<file path="src/design/cfb_pkg.sv">
package cfb_pkg;

  // Frame delimiters and CRC-16/MODBUS constants
  localparam logic [7:0]  SOH_BYTE   = 8'h01;
  localparam logic [7:0]  EOT_BYTE   = 8'h04;
  localparam logic [7:0]  ASCII_ZERO = 8'h30;
  localparam logic [15:0] CRC_INIT   = 16'hFFFF;
  localparam logic [15:0] CRC_POLY   = 16'hA001;

  // Command codes
  localparam logic [3:0] CMD_ALLDAT = 4'd1;
  localparam logic [3:0] CMD_SYSSSL = 4'd2;
  localparam logic [3:0] CMD_SYSSTA = 4'd3;
  localparam logic [3:0] CMD_ENGDT1 = 4'd4;
  localparam logic [3:0] CMD_FLTHIS = 4'd5;
  localparam logic [3:0] CMD_STRCMD = 4'd6;
  localparam logic [3:0] CMD_PWRDMD = 4'd7;
  localparam logic [3:0] CMD_PSSWRD = 4'd8;

  localparam int TextBytes = 14;
  localparam int TextBits  = 8 * TextBytes;

  // Command texts, right-justified (first character in the highest used byte)
  localparam logic [TextBits-1:0] CMD_TEXT [8] = '{
    TextBits'("ALLDAT"),
    TextBits'("SYSSSL"),
    TextBits'("SYSSTA"),
    TextBits'("ENGDT1"),
    TextBits'("FLTHIS"),
    TextBits'("STRCMD="),
    TextBits'("PWRDMD="),
    TextBits'("PSSWRD=USR123P")
  };

  // Sequencer states
  typedef enum logic [3:0] {
    ST_IDLE,
    ST_CONV,
    ST_SOH,
    ST_LEN,
    ST_TEXT,
    ST_DIGIT,
    ST_CRCL,
    ST_CRCH,
    ST_EOT
  } state_e;

  // Length of the fixed text of a command; zero for unknown codes
  function automatic logic [3:0] text_len(input logic [3:0] cmd);
    logic [3:0] len;
    case (cmd)
      CMD_ALLDAT, CMD_SYSSSL, CMD_SYSSTA, CMD_ENGDT1, CMD_FLTHIS: len = 4'd6;
      CMD_STRCMD, CMD_PWRDMD: len = 4'd7;
      CMD_PSSWRD: len = 4'd14;
      default: len = 4'd0;
    endcase
    return len;
  endfunction

  // Character idx of the text of a known command
  function automatic logic [7:0] text_char(input logic [3:0] cmd, input logic [3:0] idx);
    logic [2:0] sel;
    logic [3:0] bidx;
    sel  = 3'(cmd - 4'd1);
    bidx = 4'(text_len(cmd) - 4'd1 - idx);
    return CMD_TEXT[sel][{bidx, 3'b000} +: 8];
  endfunction

  // Commands that carry a decimal value after the text
  function automatic logic has_value(input logic [3:0] cmd);
    return (cmd == CMD_STRCMD) || (cmd == CMD_PWRDMD);
  endfunction

endpackage

</file>
<file path="src/design/crc16_command_frame_builder.sv">
// Channel   Ports                              Handshake
// command   command_index_i, param_value_i     taken when start && !busy
// frame     frame_byte_o, last_byte_o          one word per cycle with strobe_o
//
// A frame is 5 to 19 words long. Each item begins with the decimal conversion,
// two value bits per cycle, then sends one frame word per cycle; the CRC
// advances one payload byte per cycle.
// Reset clears the sequencer to idle. The receiver cannot stall; busy stays
// high from acceptance through the EOT word.
module crc16_command_frame_builder (
  input  logic        clk_i,
  input  logic        rst_ni,
  input  logic        start,
  output logic        busy,
  input  logic [3:0]  command_index_i,
  input  logic [15:0] param_value_i,
  output logic        strobe_o,
  output logic [7:0]  frame_byte_o,
  output logic        last_byte_o
);
  import cfb_pkg::*;

  state_e     state_q, state_d;
  logic [3:0] cmd_q, cmd_d;
  logic [3:0] idx_q, idx_d;
  logic [2:0] dcnt_q, dcnt_d;

  logic       accept;
  logic       bcd_shift;
  logic [3:0] digit;
  logic [2:0] ndig;
  logic       bcd_done;
  logic       crc_upd;
  logic [15:0] crc;
  logic [3:0] tlen;

  assign accept = start && (state_q == ST_IDLE);
  assign busy   = (state_q != ST_IDLE);
  assign tlen   = text_len(cmd_q);

  cfb_bcd_conv u_bcd (
    .clk_i   (clk_i),
    .rst_ni  (rst_ni),
    .load_i  (accept),
    .value_i (param_value_i),
    .shift_i (bcd_shift),
    .digit_o (digit),
    .ndig_o  (ndig),
    .done_o  (bcd_done)
  );

  cfb_crc u_crc (
    .clk_i  (clk_i),
    .init_i (accept),
    .upd_i  (crc_upd),
    .byte_i (frame_byte_o),
    .crc_o  (crc)
  );

  // State register
  always_ff @(posedge clk_i or negedge rst_ni) begin
    if (!rst_ni) begin
      state_q <= ST_IDLE;
      cmd_q   <= '0;
      idx_q   <= '0;
      dcnt_q  <= '0;
    end else begin
      state_q <= state_d;
      cmd_q   <= cmd_d;
      idx_q   <= idx_d;
      dcnt_q  <= dcnt_d;
    end
  end

  // Next state and outputs
  always_comb begin
    state_d      = state_q;
    cmd_d        = cmd_q;
    idx_d        = idx_q;
    dcnt_d       = dcnt_q;
    strobe_o     = 1'b0;
    frame_byte_o = '0;
    last_byte_o  = 1'b0;
    bcd_shift    = 1'b0;
    crc_upd      = 1'b0;
    case (state_q)
      ST_IDLE: begin
        if (start) begin
          cmd_d   = command_index_i;
          state_d = ST_CONV;
        end
      end
      ST_CONV: begin
        if (bcd_done) begin
          state_d = ST_SOH;
        end
      end
      ST_SOH: begin
        strobe_o     = 1'b1;
        frame_byte_o = SOH_BYTE;
        state_d      = ST_LEN;
      end
      ST_LEN: begin
        strobe_o     = 1'b1;
        frame_byte_o = {4'b0, tlen} + (has_value(cmd_q) ? {5'b0, ndig} : 8'd0);
        idx_d        = '0;
        state_d      = (tlen == 4'd0) ? ST_CRCL : ST_TEXT;
      end
      ST_TEXT: begin
        strobe_o     = 1'b1;
        frame_byte_o = text_char(cmd_q, idx_q);
        crc_upd      = 1'b1;
        idx_d        = idx_q + 4'd1;
        if (idx_q == tlen - 4'd1) begin
          if (has_value(cmd_q)) begin
            dcnt_d  = ndig;
            state_d = ST_DIGIT;
          end else begin
            state_d = ST_CRCL;
          end
        end
      end
      ST_DIGIT: begin
        strobe_o     = 1'b1;
        frame_byte_o = ASCII_ZERO | {4'b0, digit};
        crc_upd      = 1'b1;
        bcd_shift    = 1'b1;
        dcnt_d       = dcnt_q - 3'd1;
        if (dcnt_q == 3'd1) begin
          state_d = ST_CRCL;
        end
      end
      ST_CRCL: begin
        strobe_o     = 1'b1;
        frame_byte_o = crc[7:0];
        state_d      = ST_CRCH;
      end
      ST_CRCH: begin
        strobe_o     = 1'b1;
        frame_byte_o = crc[15:8];
        state_d      = ST_EOT;
      end
      ST_EOT: begin
        strobe_o     = 1'b1;
        frame_byte_o = EOT_BYTE;
        last_byte_o  = 1'b1;
        state_d      = ST_IDLE;
      end
      default: begin
        state_d = ST_IDLE;
      end
    endcase
  end

endmodule

</file>
<file path="src/design/cfb_bcd_conv.sv">
module cfb_bcd_conv (
  input  logic        clk_i,
  input  logic        rst_ni,
  input  logic        load_i,
  input  logic [15:0] value_i,
  input  logic        shift_i,
  output logic [3:0]  digit_o,
  output logic [2:0]  ndig_o,
  output logic        done_o
);
  import cfb_pkg::*;

  logic [15:0] bin_q;
  logic [19:0] bcd_q, bcd_d;
  logic [2:0]  cnt_q;
  logic        run_q;
  logic        done_q;
  logic [2:0]  ndig_q, ndig_d;
  logic [19:0] step1, step2;

  // One double-dabble step: add 3 to every digit above 4, then shift in a bit
  function automatic logic [19:0] dd_step(input logic [19:0] bcd, input logic b);
    logic [19:0] adj;
    for (int k = 0; k < 5; k++) begin
      adj[4*k +: 4] = (bcd[4*k +: 4] > 4'd4) ? bcd[4*k +: 4] + 4'd3 : bcd[4*k +: 4];
    end
    return {adj[18:0], b};
  endfunction

  // Two bits per cycle
  assign step1 = dd_step(bcd_q, bin_q[15]);
  assign step2 = dd_step(step1, bin_q[14]);

  // Digit count and left alignment so the leading digit sits on top
  always_comb begin
    if (step2[19:16] != 4'd0) begin
      ndig_d = 3'd5;
      bcd_d  = step2;
    end else if (step2[15:12] != 4'd0) begin
      ndig_d = 3'd4;
      bcd_d  = {step2[15:0], 4'b0};
    end else if (step2[11:8] != 4'd0) begin
      ndig_d = 3'd3;
      bcd_d  = {step2[11:0], 8'b0};
    end else if (step2[7:4] != 4'd0) begin
      ndig_d = 3'd2;
      bcd_d  = {step2[7:0], 12'b0};
    end else begin
      ndig_d = 3'd1;
      bcd_d  = {step2[3:0], 16'b0};
    end
  end

  // Control
  always_ff @(posedge clk_i or negedge rst_ni) begin
    if (!rst_ni) begin
      cnt_q  <= '0;
      run_q  <= 1'b0;
      done_q <= 1'b0;
      ndig_q <= 3'd1;
    end else if (load_i) begin
      cnt_q  <= '0;
      run_q  <= 1'b1;
      done_q <= 1'b0;
    end else if (run_q) begin
      cnt_q <= cnt_q + 3'd1;
      if (cnt_q == 3'd7) begin
        run_q  <= 1'b0;
        done_q <= 1'b1;
        ndig_q <= ndig_d;
      end
    end
  end

  // Shift registers
  always_ff @(posedge clk_i) begin
    if (load_i) begin
      bin_q <= value_i;
      bcd_q <= '0;
    end else if (run_q) begin
      bin_q <= {bin_q[13:0], 2'b00};
      bcd_q <= (cnt_q == 3'd7) ? bcd_d : step2;
    end else if (shift_i) begin
      bcd_q <= {bcd_q[15:0], 4'b0};
    end
  end

  assign digit_o = bcd_q[19:16];
  assign ndig_o  = ndig_q;
  assign done_o  = done_q;

endmodule

</file>
<file path="src/design/cfb_crc.sv">
module cfb_crc (
  input  logic        clk_i,
  input  logic        init_i,
  input  logic        upd_i,
  input  logic [7:0]  byte_i,
  output logic [15:0] crc_o
);
  import cfb_pkg::*;

  logic [15:0] crc_q;

  // Reflected CRC over one byte, eight bit steps
  function automatic logic [15:0] crc_byte(input logic [15:0] crc, input logic [7:0] b);
    logic [15:0] c;
    c = crc ^ {8'h00, b};
    for (int k = 0; k < 8; k++) begin
      c = c[0] ? ((c >> 1) ^ CRC_POLY) : (c >> 1);
    end
    return c;
  endfunction

  always_ff @(posedge clk_i) begin
    if (init_i) begin
      crc_q <= CRC_INIT;
    end else if (upd_i) begin
      crc_q <= crc_byte(crc_q, byte_i);
    end
  end

  assign crc_o = crc_q;

endmodule

</file>
<file path="config.mk">
export PLATFORM = sky130hd
export DESIGN_NAME = crc16_command_frame_builder
export DESIGN_NICKNAME = d
export VERILOG_FILES = /design/src/design/cfb_pkg.sv /design/src/design/crc16_command_frame_builder.sv /design/src/design/cfb_bcd_conv.sv /design/src/design/cfb_crc.sv
export SDC_FILE = /design/constraint.sdc
export NUM_CORES = 1
export LEC_CHECK = 0
export BUFFER_PORTS_ARGS = -buffer_cell sky130_fd_sc_hd__buf_2
export CAP_MARGIN = 20
export CORE_ASPECT_RATIO = 1.5
export CORE_UTILIZATION = 65
export DETAILED_ROUTE_END_ITERATION = 7
export GPL_TIMING_DRIVEN = 0
export PLACE_DENSITY = 0.84
export SYNTH_ARGS = -nofsm -noshare
export SYNTH_HDL_FRONTEND = slang
export SYNTH_SLANG_ARGS = --single-unit
</file>
<file path="constraint.sdc">
create_clock -name clk_i -period 13.4 [get_ports clk_i]
set_clock_uncertainty 0.1 [all_clocks]
set_input_delay 2.68 -clock clk_i [delete_from_list [all_inputs] [get_ports clk_i]]
set_output_delay 2.68 -clock clk_i [all_outputs]
set_load 0.02 [all_outputs]
</file>
# Word level (Yosys, flattened, before mapping)

Memory sizes are Yosys's and may differ from the RTL's.
Cells that the tools add are included.

Memories: 3
Logic and storage cells: 153
Memory bits (read-only): 1024
Flip-flop bits (word level): 75
Input port bits: 23

Memory list:

| memory           | words | bits a word | read ports | clocked after Yosys merged registers in | write ports | RTL line      | source |
|---|---|---|---|---|---|---|---|
| (name not given) | 8     | 112         | 1          | 0                                       | 0           | cfb_pkg.sv:66 | `return CMD_TEXT[sel][{bidx, 3'b000} +: 8];` |
| (name not given) | 16    | 4           | 1          | 0                                       | 0           | cfb_pkg.sv:51 | `case (cmd)` |
| (name not given) | 16    | 4           | 1          | 0                                       | 0           | cfb_pkg.sv:51 |  |

Reductions and logical operators: 21
Multiplexer cells: 59
Equality and inequality tests: 18
Magnitude comparators: 11
Shift-type cells: 1
Add/subtract/negate cells: 18
Bitwise logic cells: 11

Operators with widths:

| kind                                                          | number |
|---|---|
| two-way mux 112 bit                                           | 2 |
| two-way mux 16 bit                                            | 10 |
| two-way mux 20 bit                                            | 7 |
| variable part select 112 x 8 -> 8 bit                         | 1 |
| case mux 8 bit (7 select lines)                               | 1 |
| two-way mux 4 bit                                             | 13 |
| greater-than comparator 4 x 3 -> 1 bit, second input constant | 10 |
| adder 4 x 2 -> 4 bit, second input constant                   | 8 |
| case mux 4 bit (8 select lines)                               | 1 |
| two-way mux 3 bit                                             | 10 |
| == test 4 x 3 -> 1 bit, second input constant                 | 6 |
| inverter 2 -> 3 bit                                           | 8 |
| nonzero test 4 bit                                            | 5 |
| XOR 16 x 8 -> 16 bit                                          | 1 |
| two-way mux 1 bit                                             | 10 |
| nonzero test 2 bit                                            | 5 |
| == test 4 x 2 -> 1 bit, second input constant                 | 2 |
| logical NOT 4 bit                                             | 2 |
| inequality test 2 bit, second input constant                  | 4 |
| case mux 4 bit (2 select lines)                               | 1 |
| subtractor 4 x 1 -> 4 bit, second input constant              | 2 |
| OR reduction 7 bit                                            | 1 |
| adder 3 x 2 -> 3 bit, second input constant                   | 2 |
| two-way mux 2 bit                                             | 3 |
| other kinds (21)                                              | 24 |

# Longest topological paths before layout

Gate-level depths: netlist of run 1.

Depth in word-level cells: 24
Gate-level depth with buffers: 21
Mapped depth without buffers: 18

# Cells and area by module

A second synthesis of run 1 with hierarchy kept.

Cell total of the unflattened synthesis: 857
Area total of the unflattened synthesis: 6880.3 um2

Modules (own cells, without submodules):

| module                      | times used | area an instance (um2) | sequential area each (um2) | cells each |
|---|---|---|---|---|
| cfb_bcd_conv                | 1          | 3873.7                 | 1082.3                     | 472 |
| crc16_command_frame_builder | 1          | 2207.1                 | 375.4                      | 297 |
| cfb_crc                     | 1          | 799.5                  | 320.3                      | 88 |

# Worst setup path after synthesis of run 1

OpenSTA, ideal clock, no wires.

Path type: flip-flop to output port
From: register cmd_q[0]
To: output port frame_byte_o[6]
Path slack: 7.048 ns
Arrival: 3.572 ns
Cell stages (with the launch flop): 16
Required time: 10.620 ns
Cells stage by stage: dfrtp_1 buf_2 inv_1 ha_1 buf_2 nand2_1 xnor2_1 inv_1 ha_1 a21o_1 a21oi_1 xor2_2 mux2i_1 mux2_2 a21oi_1 nor2_1

Word-level cells in the longest chain between the ends: 7

Ends and longest elaborated chain:

| item                                                                             | RTL line                          | source |
|---|---|---|
| start, declared                                                                  | crc16_command_frame_builder.sv:24 | `logic [3:0] cmd_q, cmd_d;` |
| start signal, assigned                                                           | crc16_command_frame_builder.sv:69 | `cmd_q <= cmd_d;` |
| parallel branches: the longest is 5 deep, another holds memory read (16 x 4 bit) | --                                |  |
| variable part select 112 x 8 -> 8 bit *                                          | cfb_pkg.sv:66                     |  |
| case mux 8 bit (7 select lines) *                                                | crc16_command_frame_builder.sv:86 | `case (state_q)` |
| end, declared                                                                    | crc16_command_frame_builder.sv:18 | `output logic [7:0] frame_byte_o,` |

Every way passes the cells marked *. The select of a mux whose other input is x is not followed.

# Worst setup path after layout of run 1

Ends and elaborated chain as after synthesis.

==> results of run 1 <==
[stage by stage]
stage               instance area (um2)  std cells
floorplan                          6467        843
CTS                                7061       1007
detailed placement                 6777        991
global route                       7061       1007
finish                             7061       1007
global placement                   6777        991
[worst max-delay path by stage]
| stage | slack (ns) | start | depth (start not counted) | to |
|---|---|---|---|---|
| 4_1_cts | 5.89 | cmd_q[0] | 17 | frame_byte_o[6] |
| 2_1_floorplan | 7.05 | cmd_q[0] | 15 | frame_byte_o[6] |
| 3_5_place_dp | 6.26 | cmd_q[0] | 17 | frame_byte_o[6] |
| 5_1_grt | 5.49 | cmd_q[0] | 17 | frame_byte_o[6] |
| 6_report | 5.85 | cmd_q[0] | 17 | frame_byte_o[6] |
| 3_3_place_gp | 6.33 | cmd_q[0] | 17 | frame_byte_o[6] |
[logic make-up (layout without fill, tap and decap cells)]
group	Yosys count	in the layout	synth area share (%)
simple gates	327	327	24.01
buf+inv	98	147	6.075
xor+xnor	45	45	7.158
flops	75	75	27.49
fa+ha+maj	35	35	7.003
mux	37	37	5.920
compound gates	226	226	22.34
[sequential cells by signal, summed over array words and instances, names as in the netlist]
name	count
u_bcd.cnt_q	3
u_bcd.run_q	1
dcnt_q	3
state_q	4
u_bcd.done_o	1
cmd_q	4
u_bcd.bcd_q	20
u_crc.crc_o	16
idx_q	4
u_bcd.ndig_o	3
u_bcd.bin_q	16
[synth_stat cells (19+ instances only)]
cell type | n | area share [%]
xnor2_1 | 23 | 3.1
o21ai_0 | 59 | 4.6
dfrtp_1 | 22 | 8.5
mux2i_1 | 27 | 4.2
nand3_1 | 23 | 1.8
clkbuf_1 | 40 | 2.3
inv_1 | 40 | 2.3
ha_1 | 33 | 6.4
nand2_1 | 140 | 8.1
dfxtp_1 | 36 | 11
nor2_1 | 71 | 4.1
o211ai_1 | 19 | 2.2
a21oi_1 | 59 | 4.6
[metal layers]
layer,track usage [%],vias to the layer above,wire (um)
met5,0,-,0
met4,22.14,0,1083
met3,5.699,81,964
met2,66.44,279,9670
met1,38.99,3051,7065
li1,-,3080,-
[worst max-delay path, cell delays in order, from the launching register on]
cell      delay, ns
dfrtp_1        0.44
buf_2          0.22
inv_1          0.18
ha_1           0.17
buf_2          0.23
nand2_1        0.11
xnor2_1        0.54
inv_1          0.24
ha_1           0.39
xnor2_1        0.24
clkbuf_1       0.45
nor2_1         0.08
o32ai_1        0.30
mux2i_1        0.19
mux2_2         0.30
a21oi_1        0.14
nor2_1         0.05
buf_2          0.15
[cell type report]
type                    instances  area, um2  share of cell area (%)
plain buffers                  56      235.2                   3.332
inverters                      42      157.7                   2.233
multi-input cells             670       4297                   60.85
clock inverters                 7      58.81                  0.8329
flip-flops and latches         75       1778                   25.18
clock buffers                   9      225.2                   3.190
repair buffers                 33      165.2                   2.339
well taps                     115      143.9                   2.038
==> summary by stage, run 1 <==
Timing
The maximum clock frequency is 132.5 MHz. In the post-route analysis, the smallest setup slack over all paths is 5.852 ns. The setup TNS is 0 ns. The transition time at the pin with the least slew margin is 0.8400 ns. The number of hold violations in the final report is 0. The share of the clock period used by the worst path is 56.33%.

The max-slew violation count is 0. The count of final setup violators is 0. The minimum clock period is 7.548 ns. The worst pin sits at a relative slew slack of 43.66%.

Final hold analysis gives a worst-case slack of 0.3971 ns. Setup repair after global routing left no endpoint under its margin.

Critical path
The origin of the critical flop-to-flop path is cmd_q[0]. The worst setup path is captured at a primary output. The required time of the critical path is 10.62 ns.

The largest driver fanout on the critical path is 10. STA puts the critical path data arrival time at 4.77 ns. The cell depth of the worst flop-to-flop path is 21. The endpoint of the most critical register-to-register path is u_crc.crc_o[0]. By startpoint and endpoint, the worst setup path is classified as reg -> out. The worst register-to-register path has a setup slack of 7.57 ns.

STA classifies the critical path startpoint as a register.

Clock tree
TritonCTS built the clock tree. CTS built an H-tree with a depth of 3. The number of buffers inserted by post-CTS setup repair is 0. After clock tree synthesis, the clock-pin slew on the worst setup and hold paths is 0.07 ns. Once the clock tree was built, the resizer swapped 0 gates to a different size.

The cts-stage hold buffer count is 0. The clock root buffer master is clkbuf_16. CTS saw 75 sinks. The number of buffers inserted during clock tree synthesis is 9. The insertion delay of the later-clocked pin in the worst-skew pair is 0.35 ns. No sink is reached through more buffers than the 2 on the longest clock path.

Global route
The global-route wire length before repair is 29.73 mm. Entering global routing, the biggest net connects 24 pins. The via count of the first global-routing pass is 6144. Global routing finished with a remaining overflow of 0. The global-route usage over all layers is 36.09%. The initial antenna violation count was 0.

Synth
The register area share after synthesis is 27.49%. The synthesized design contains 75 register bits. After synthesis the cells add up to 0.006467 mm2. Synthesis handed over a netlist of 843 instances. The number of different library cells used by synthesis comes to 76. Yosys mapped a number of flops with a built-in enable equal to 16. The most used flip-flop cell after synthesis is dfxtp_1. Counting every net in the synthesized netlist gives 901. After synthesis, the mean cell area works out to 7.672 um2. The share of synthesized flip-flops with an asynchronous set or reset is 30.67%. For this run, the number of Yosys warnings is 0.

Worst hold path
The cell depth of the worst min-delay path is 2. The startpoint of the tightest hold check path is u_crc.crc_o[13]. The worst hold path terminates at u_crc.crc_o[13]. In this run the worst hold path is classified as reg -> reg.

Cells and area
The library cells used most frequently in the layout, excluding fill and tap cells, are 140 x nand2_1, 71 x nor2_1, 59 x a21oi_1, 59 x o21ai_0, 47 x buf_2. In the final design database the tool counted 945 nets. Once layout is complete, the utilization of the core stands at 72.87%.

The antenna cell count is 0. The library cell used most frequently in the layout, excluding fill and tap cells, is nand2_1. The fraction of layout cells with a size suffix above 1 is 9.529%. The area added between synthesis and finish is 9.170%. The fill cell total of the finished layout is 762.

Floorplan
The effective utilization at floorplan is 66.75%. The die covers 0.01036 mm2. The vertical extent of the die is 124.2 um. The floorplan core area is 0.009689 mm2. From left edge to right edge, the die measures 83.45 um.

The total number of placement rows is 44. 34 I/O pins were placed.

Route
The first routing iteration left 400 violations. The number of remaining DRC errors is 0. For this run, the detailed router's first-pass iteration total came to 5. The total via count after detailed routing is 6491. The count of nets left with antenna violations once routing finished came out at 0. The wire length after detailed routing is 18.78 mm. The number of vias per cell is 6.446.

The wire length per cell is 18.65 um.

Place
Timing analysis after detailed placement gives a worst setup slack of 6.262 ns. Detailed placement finished with a half-perimeter wire length of 14.05 mm. The port buffer count is 33. The global placer's final weighted congestion is 0.9581.

Run
The max-cap violation count is 0.

Run status
The run finished with clean final reports.
Power of run 1 is left out: the tool's default activity adds up to more than one toggle a clock period on the data nets, which glitch-free logic cannot reach.
==> inputs of run 2 (changes only) <==
--- a/config.mk
+++ b/config.mk
@@ -8,10 +8,10 @@
 export BUFFER_PORTS_ARGS = -buffer_cell sky130_fd_sc_hd__buf_2
 export CAP_MARGIN = 20
 export CORE_ASPECT_RATIO = 1.5
-export CORE_UTILIZATION = 65
+export CORE_UTILIZATION = 57
 export DETAILED_ROUTE_END_ITERATION = 7
 export GPL_TIMING_DRIVEN = 0
-export PLACE_DENSITY = 0.84
+export PLACE_DENSITY = 0.78
 export SYNTH_ARGS = -nofsm -noshare
 export SYNTH_HDL_FRONTEND = slang
 export SYNTH_SLANG_ARGS = --single-unit
==> constraint.sdc (replaced) <==
create_clock -name clk_i -period 6.41 [get_ports clk_i]
set_clock_uncertainty 0.1 [all_clocks]
set_input_delay 1.282 -clock clk_i [delete_from_list [all_inputs] [get_ports clk_i]]
set_output_delay 1.282 -clock clk_i [all_outputs]
set_load 0.02 [all_outputs]
==> summary by stage, run 2 (synthesis results as in run 1) <==
Clock tree
The cts-stage hold buffer count is 0 (unchanged). The TritonCTS clock tree is done (unchanged). The count of instances resized after the clock tree is built was 0 (unchanged).

The clock net sink count came to 75 (unchanged). The number of buffers inserted during clock tree synthesis is 9 (unchanged). The number of buffers inserted by post-CTS setup repair is 0 (unchanged). The depth of the CTS H-tree is 3 (unchanged).

The clock slew seen by the registers of the worst setup and hold paths came to 0.06 ns (was 0.07 ns). The number of buffers between clock root and the deepest sink is 2 (unchanged). The insertion delay of the later-clocked pin in the worst-skew pair is 0.34 ns (was 0.35 ns).

The clock root buffer master is clkbuf_16 (unchanged).

Global route
The final global-route overflow total is 0 (unchanged). The initial antenna violation count came to 0 (unchanged). The via count of the first global-routing pass is 6513 (was 6144). The largest net degree at the start of global routing came to 24 (unchanged). The global-route usage over all layers came to 33.39% (was 36.09%). The global-route wire length before repair is 30.68 mm (was 29.73 mm).

Timing
Based on the critical path, the design can be clocked at up to 165.3 MHz. The minimum clock period is 6.051 ns. The setup TNS is 0 ns (unchanged). The max-slew violation count came to 0 (unchanged).

Unrepaired setup endpoints after global routing: false (unchanged). The number of hold violations in the final report is 0 (unchanged). Of the available clock period, the critical path in the final layout requires 94.41%. The worst max-slew margin expressed relative to the limit came to 53.45% (was 43.66%). The count of final setup violators is 0 (unchanged). The transition time at the pin with the least slew margin is 0.6982 ns (was 0.8400 ns).

Cells and area
Leading cell types in the layout, fill and taps excluded: 140 x nand2_1, 71 x nor2_1, 59 x a21oi_1, 59 x o21ai_0, 47 x buf_2 (unchanged). The antenna cell count is 0 (unchanged). The most common cell after layout, fill and taps aside is nand2_1 (unchanged). The largest register by flop count is u_bcd.bcd_q (unchanged). The number of flip-flops in the largest register is 20 (unchanged). The fraction of layout cells with a size suffix above 1 came to 9.641% (was 9.529%).

The final-stage net count is 945 (unchanged). The area added between synthesis and finish is 10.08% (was 9.170%).

Critical path
The origin of the critical flop-to-flop path is cmd_q[0] (unchanged). The arrival time reported for the critical path endpoint is 4.67 ns (was 4.77 ns). The required time of the critical path is 5.03 ns (was 10.62 ns).

The element type at the critical path end is a primary output (unchanged). The largest driver fanout on the critical path is 10 (unchanged). The critical path launch point is cmd_q[0] (unchanged).

The startpoint kind of the worst setup timing path is a register (unchanged). The type of the worst setup path is reg -> out (unchanged).

Floorplan
The total number of placement rows is 47 (was 44). The floorplan core area is 0.01106 mm2 (was 0.009689 mm2). The number of ports placed on the die boundary is 34 (unchanged).

The die extent in x came to 88.97 um (was 83.45 um). The effective utilization at floorplan is 58.50% (was 66.75%). The total die area was 0.01179 mm2 (was 0.01036 mm2).

The vertical extent of the die was 132.5 um (was 124.2 um).

Run status
Run status: completed (unchanged).

Route
The total via count after detailed routing is 6552 (was 6491). The number of remaining DRC errors is 0 (unchanged). The wire length after detailed routing is 19.24 mm (was 18.78 mm).

The initial detailed-routing violation count is 470 (was 400). The number of vias per cell is 6.306 (was 6.446). The wire length per cell is 18.52 um (was 18.65 um). The residual antenna-violating net count after detailed routing was 0 (unchanged). The number of detailed-routing iterations run before antenna repair is 5 (unchanged).

Worst hold path
The class of the most critical hold timing path was reg -> reg (unchanged). The startpoint of the tightest hold check path is u_crc.crc_o[13] (unchanged).

Place
The global placer's final weighted congestion came to 0.9277 (was 0.9581). The port buffer count came to 33 (unchanged). The HPWL after detailed placement is 14.25 mm (was 14.05 mm).

Run
The max-cap violation count came to 0 (unchanged).
## run 2: layer usage
| metal | track usage, % | wire, um | up-vias |
|---|---|---|---|
| met5 | 0 | 0 | - |
| met4 | 20.99 | 1036 | 0 |
| met3 | 5.427 | 968 | 80 |
| met2 | 59.32 | 10030 | 284 |
| met1 | 35.62 | 7210 | 3095 |
| li1 | - | - | 3093 |
## run 2: area by class of cell
cell class | instances | area [um2]
Clock inverter | 7 | 70.07
Multi-Input combinational cell | 670 | 4304
Clock buffer | 9 | 225.2
Timing Repair Buffer | 33 | 165.2
Tap cell | 147 | 183.9
Sequential cell | 75 | 1778
Inverter | 42 | 157.7
Fill cell | 997 | 3936
Buffer | 56 | 235.2
## run 2: worst max-delay path, cell delays in order (launching register included)
cell      delay [ns]
dfrtp_1         0.44
buf_2           0.21
inv_1           0.18
ha_1            0.17
buf_2           0.24
nand2_1         0.14
xnor2_2         0.39
inv_1           0.20
ha_1            0.38
xnor2_1         0.26
clkbuf_1        0.41
nor2_1          0.08
o32ai_1         0.32
mux2i_1         0.21
mux2_2          0.29
a21oi_1         0.16
nor2_1          0.06
buf_2           0.15
## run 2: through the flow
| step | setup slack, ns | cells | area [um2] | util (%) | hold WS (ns) |
|---|---|---|---|---|---|
| CTS | 0.09176 | 1039 | 7112 | 64.33 | 0.4058 |
| detailed placement | 0.3727 | 1023 | 6817 | 61.66 | 0.3964 |
| floorplan | 1.456 | 843 | 6467 | - | 0.3551 |
| global route | 0.03422 | 1039 | 7119 | 64.40 | 0.4199 |
| finish | 0.3586 | 1039 | 7119 | 64.40 | 0.3983 |
| global placement | 0.5249 | 1023 | 6817 | 61.66 | 0.3764 |
## run 2: worst paths after layout
path                                        end  slack (ns)  cells after the start
worst max-delay path            frame_byte_o[6]        0.36                     17
worst min-delay path            u_crc.crc_o[13]        0.40                      2
worst max register to register   u_crc.crc_o[0]        0.56                     21
worst min register to register  u_crc.crc_o[13]        0.40                      2
max in group asynchronous       u_bcd.ndig_o[0]        5.01                      1
min in group asynchronous              cmd_q[1]        0.82                      1
Power of run 2 is left out for the same reason.
==> inputs of run 3 (changes only) <==
==> constraint.sdc (replaced) <==
create_clock -name clk_i -period 5.2 [get_ports clk_i]
set_clock_uncertainty 0.1 [all_clocks]
set_input_delay 1.04 -clock clk_i [delete_from_list [all_inputs] [get_ports clk_i]]
set_output_delay 1.04 -clock clk_i [all_outputs]
set_load 0.02 [all_outputs]
==> summary by stage, run 3 (synthesis results as in run 1) <==
Run status
Run status: completed (unchanged).

Clock tree
The clock root buffer master was clkbuf_16 (unchanged). The insertion delay of the later-clocked pin in the worst-skew pair is 0.34 ns (about the same). The clock slew seen by the registers of the worst setup and hold paths is 0.06 ns (about the same). The number of buffers between clock root and the deepest sink was 2 (unchanged).

The number of buffers inserted during clock tree synthesis came to 9 (unchanged). The depth of the CTS H-tree is 3 (unchanged). The cts-stage hold buffer count is 0 (unchanged). The TritonCTS clock tree is done (unchanged).

The clock net sink count came to 75 (unchanged).

Floorplan
The number of ports placed on the die boundary is 34 (unchanged). The vertical extent of the die is 132.5 um (unchanged). The floorplan core area came to 0.01106 mm2 (unchanged). The total number of placement rows is 47 (unchanged).

The effective utilization at floorplan is 58.50% (unchanged). The total die area came to 0.01179 mm2 (unchanged). The die extent in x was 88.97 um (unchanged).

Place
The global placer's final weighted congestion was 0.9277 (unchanged). The HPWL after detailed placement is 14.25 mm (unchanged). The total placed instance area is 0.006817 mm2 (unchanged). The port buffer count was 33 (unchanged). The worst setup timing slack at the placement stage is -0.8373 ns (was 0.3727 ns).

Cells and area
The fill cell total of the finished layout is 984 (was 997). The largest register by flop count is u_bcd.bcd_q (unchanged). The final-stage net count is 947 (was 945). The area added between synthesis and finish was 11.76% (was 10.08%). The multi-input logic area came to 0.004373 mm2 (was 0.004304 mm2). The fraction of layout cells with a size suffix above 1 came to 11.86% (was 9.641%). The register cell area after layout is 0.001780 mm2 (was 0.001778 mm2).

The final instance area came to 0.007228 mm2 (was 0.007119 mm2). The final cell utilization of the core is 65.38% (was 64.40%). The antenna cell count came to 0 (unchanged). The number of flip-flops in the largest register is 20 (unchanged). Leading cell types in the layout, fill and taps excluded: 139 x nand2_1, 71 x nor2_1, 59 x o21ai_0 (was 140 x nand2_1, 71 x nor2_1, 59 x a21oi_1, 59 x o21ai_0, 47 x buf_2).

The most common cell after layout, fill and taps aside was nand2_1 (unchanged).

Timing
The transition time at the pin with the least slew margin is 0.7147 ns (was 0.6982 ns). Static timing analysis puts the maximum clock frequency at 195.3 MHz. The count of final setup violators is 0 (unchanged). The minimum clock period is 5.121 ns. The final critical-path setup slack is 0.07881 ns (was 0.3586 ns). The worst max-slew margin expressed relative to the limit is 51.85% (was 53.45%).

The share of the clock period used by the worst path is 98.48%. The max-slew violation count is 0 (unchanged). The number of hold violations in the final report was 0 (unchanged).

Critical path
Sequence of cells on the critical path: clkbuf_4 > inv_4 > ha_1 > buf_6 > nand2_2 > xnor2_4 > fa_2 > buf_4 > buf_4 > o31ai_1 > nor4_1 > o31ai_1 > nand2_1 > buf_2 (was buf_2 > inv_1 > ha_1 > buf_2 > nand2_1 > xnor2_2 > inv_1 > ha_1 > xnor2_1 > clkbuf_1 > nor2_1 > o32ai_1 > mux2i_1 > mux2_2 > a21oi_1 > nor2_1 > buf_2). The number of gates on the worst path with buffers counted is 14 (was 17). The type of the worst setup path is reg -> out (unchanged).

The critical path endpoint is frame_byte_o[2] (was frame_byte_o[6]). The element type at the critical path end was a primary output (unchanged). The setup slack on the worst flop-to-flop path was 0.13 ns (was 0.56 ns). The cell depth of the worst flop-to-flop path is 18 (was 21).

The endpoint of the most critical register-to-register path is u_crc.crc_o[0] (unchanged). The required time of the critical path is 4.06 ns (was 5.03 ns). The number of buffers and inverters on the critical path is 6 (unchanged). The startpoint kind of the worst setup timing path is a register (unchanged). The critical path's slowest cell is fa_2 (was dfrtp_1).

The critical path launch point is cmd_q[0] (unchanged). The gate family responsible for the most delay along the worst path is buffers and inverters (unchanged). The origin of the critical flop-to-flop path is cmd_q[0] (unchanged). The largest driver fanout on the critical path is 10 (unchanged). The arrival time reported for the critical path endpoint was 3.98 ns (was 4.67 ns).

The delay of the slowest critical-path stage is 0.52 ns (was 0.44 ns).

Route
The number of detailed-routing iterations run before antenna repair was 5 (unchanged). The total via count after detailed routing is 6593 (was 6552). The wire length after detailed routing is 19.34 mm (was 19.24 mm). The residual antenna-violating net count after detailed routing is 0 (unchanged). The number of vias per cell is 6.333 (was 6.306).

The initial detailed-routing violation count is 380 (was 470). The number of remaining DRC errors is 0 (unchanged). The wire length per cell was 18.58 um (was 18.52 um).

Worst hold path
The class of the most critical hold timing path is reg -> reg (unchanged). The cell depth of the worst min-delay path is 2 (unchanged).

Global route
The largest net degree at the start of global routing came to 24 (unchanged). The global-route usage over all layers came to 33.41% (was 33.39%). The initial antenna violation count is 0 (unchanged). The global-route wire length before repair is 30.67 mm (was 30.68 mm). The final global-route overflow total is 0 (unchanged).

The via count of the first global-routing pass is 6516 (was 6513).

Run
The max-cap violation count is 0 (unchanged).
-- run 3: cell types whose count changed in the layout (fill, tap and decap cells not counted), sizes merged --
cell / previous run / this run
buf: 49 / 53
clkbuf: 49 / 47
-- run 3: worst min path at each step --
stage | from | end | slack [ns]
floorplan | u_crc.crc_o[12] | u_crc.crc_o[12] | 0.36
global placement | u_crc.crc_o[13] | u_crc.crc_o[13] | 0.38
detailed placement | u_crc.crc_o[13] | u_crc.crc_o[13] | 0.40
CTS | u_crc.crc_o[13] | u_crc.crc_o[13] | 0.41
global route | u_crc.crc_o[13] | u_crc.crc_o[13] | 0.42
finish | u_crc.crc_o[13] | u_crc.crc_o[13] | 0.40
-- run 3: routing by layer --
| layer | wire length (um) | GRT usage (%) | vias up |
|---|---|---|---|
| li1 | - | - | 3110 |
| met1 | 7223 | 35.47 | 3094 |
| met2 | 10070 | 59.32 | 295 |
| met3 | 1004 | 5.552 | 94 |
| met4 | 1044 | 21.25 | 0 |
| met5 | 0 | 0 | - |
-- run 3: area by class of cell --
class                           count  area share [%]
Multi-Input combinational cell    670           60.50
Sequential cell                    75           24.63
Buffer                             56           3.531
Clock buffer                        9           3.116
Tap cell                          147           2.545
Timing Repair Buffer               35           2.493
Inverter                           42           2.216
Clock inverter                      7          0.9694
-- run 3: through the flow --
step                setup TNS (ns)  hold WS, ns  cells
finish                           0       0.4002   1041
global route              -0.04129       0.4199   1041
CTS                              0       0.4058   1040
detailed placement          -2.779       0.3964   1023
global placement            -2.122       0.3764   1023
floorplan                        0       0.3551    843
-- run 3: worst reg2reg max path, cell delays in order, from the launching register on --
cell and delay [ns]:
dfrtp_2 0.45, clkbuf_4 0.21, inv_4 0.10, ha_1 0.17
buf_6 0.16, nand2_2 0.11, xnor2_4 0.19, fa_2 0.59
nor2b_1 0.45, o21ai_0 0.23, a32oi_1 0.26, a31o_2 0.22
xor2_1 0.38, xnor2_2 0.21, buf_2 0.25, nor3b_1 0.07
o41ai_1 0.44, and4bb_1 0.32, nand2_1 0.07
-- run 3: what timing repair did --
item,CTS,global route
gates resized for setup,12,18
setup endpoints to repair,11,5
buffers inserted,1,1
pin swaps,2,2
Power of run 3 is left out for the same reason.
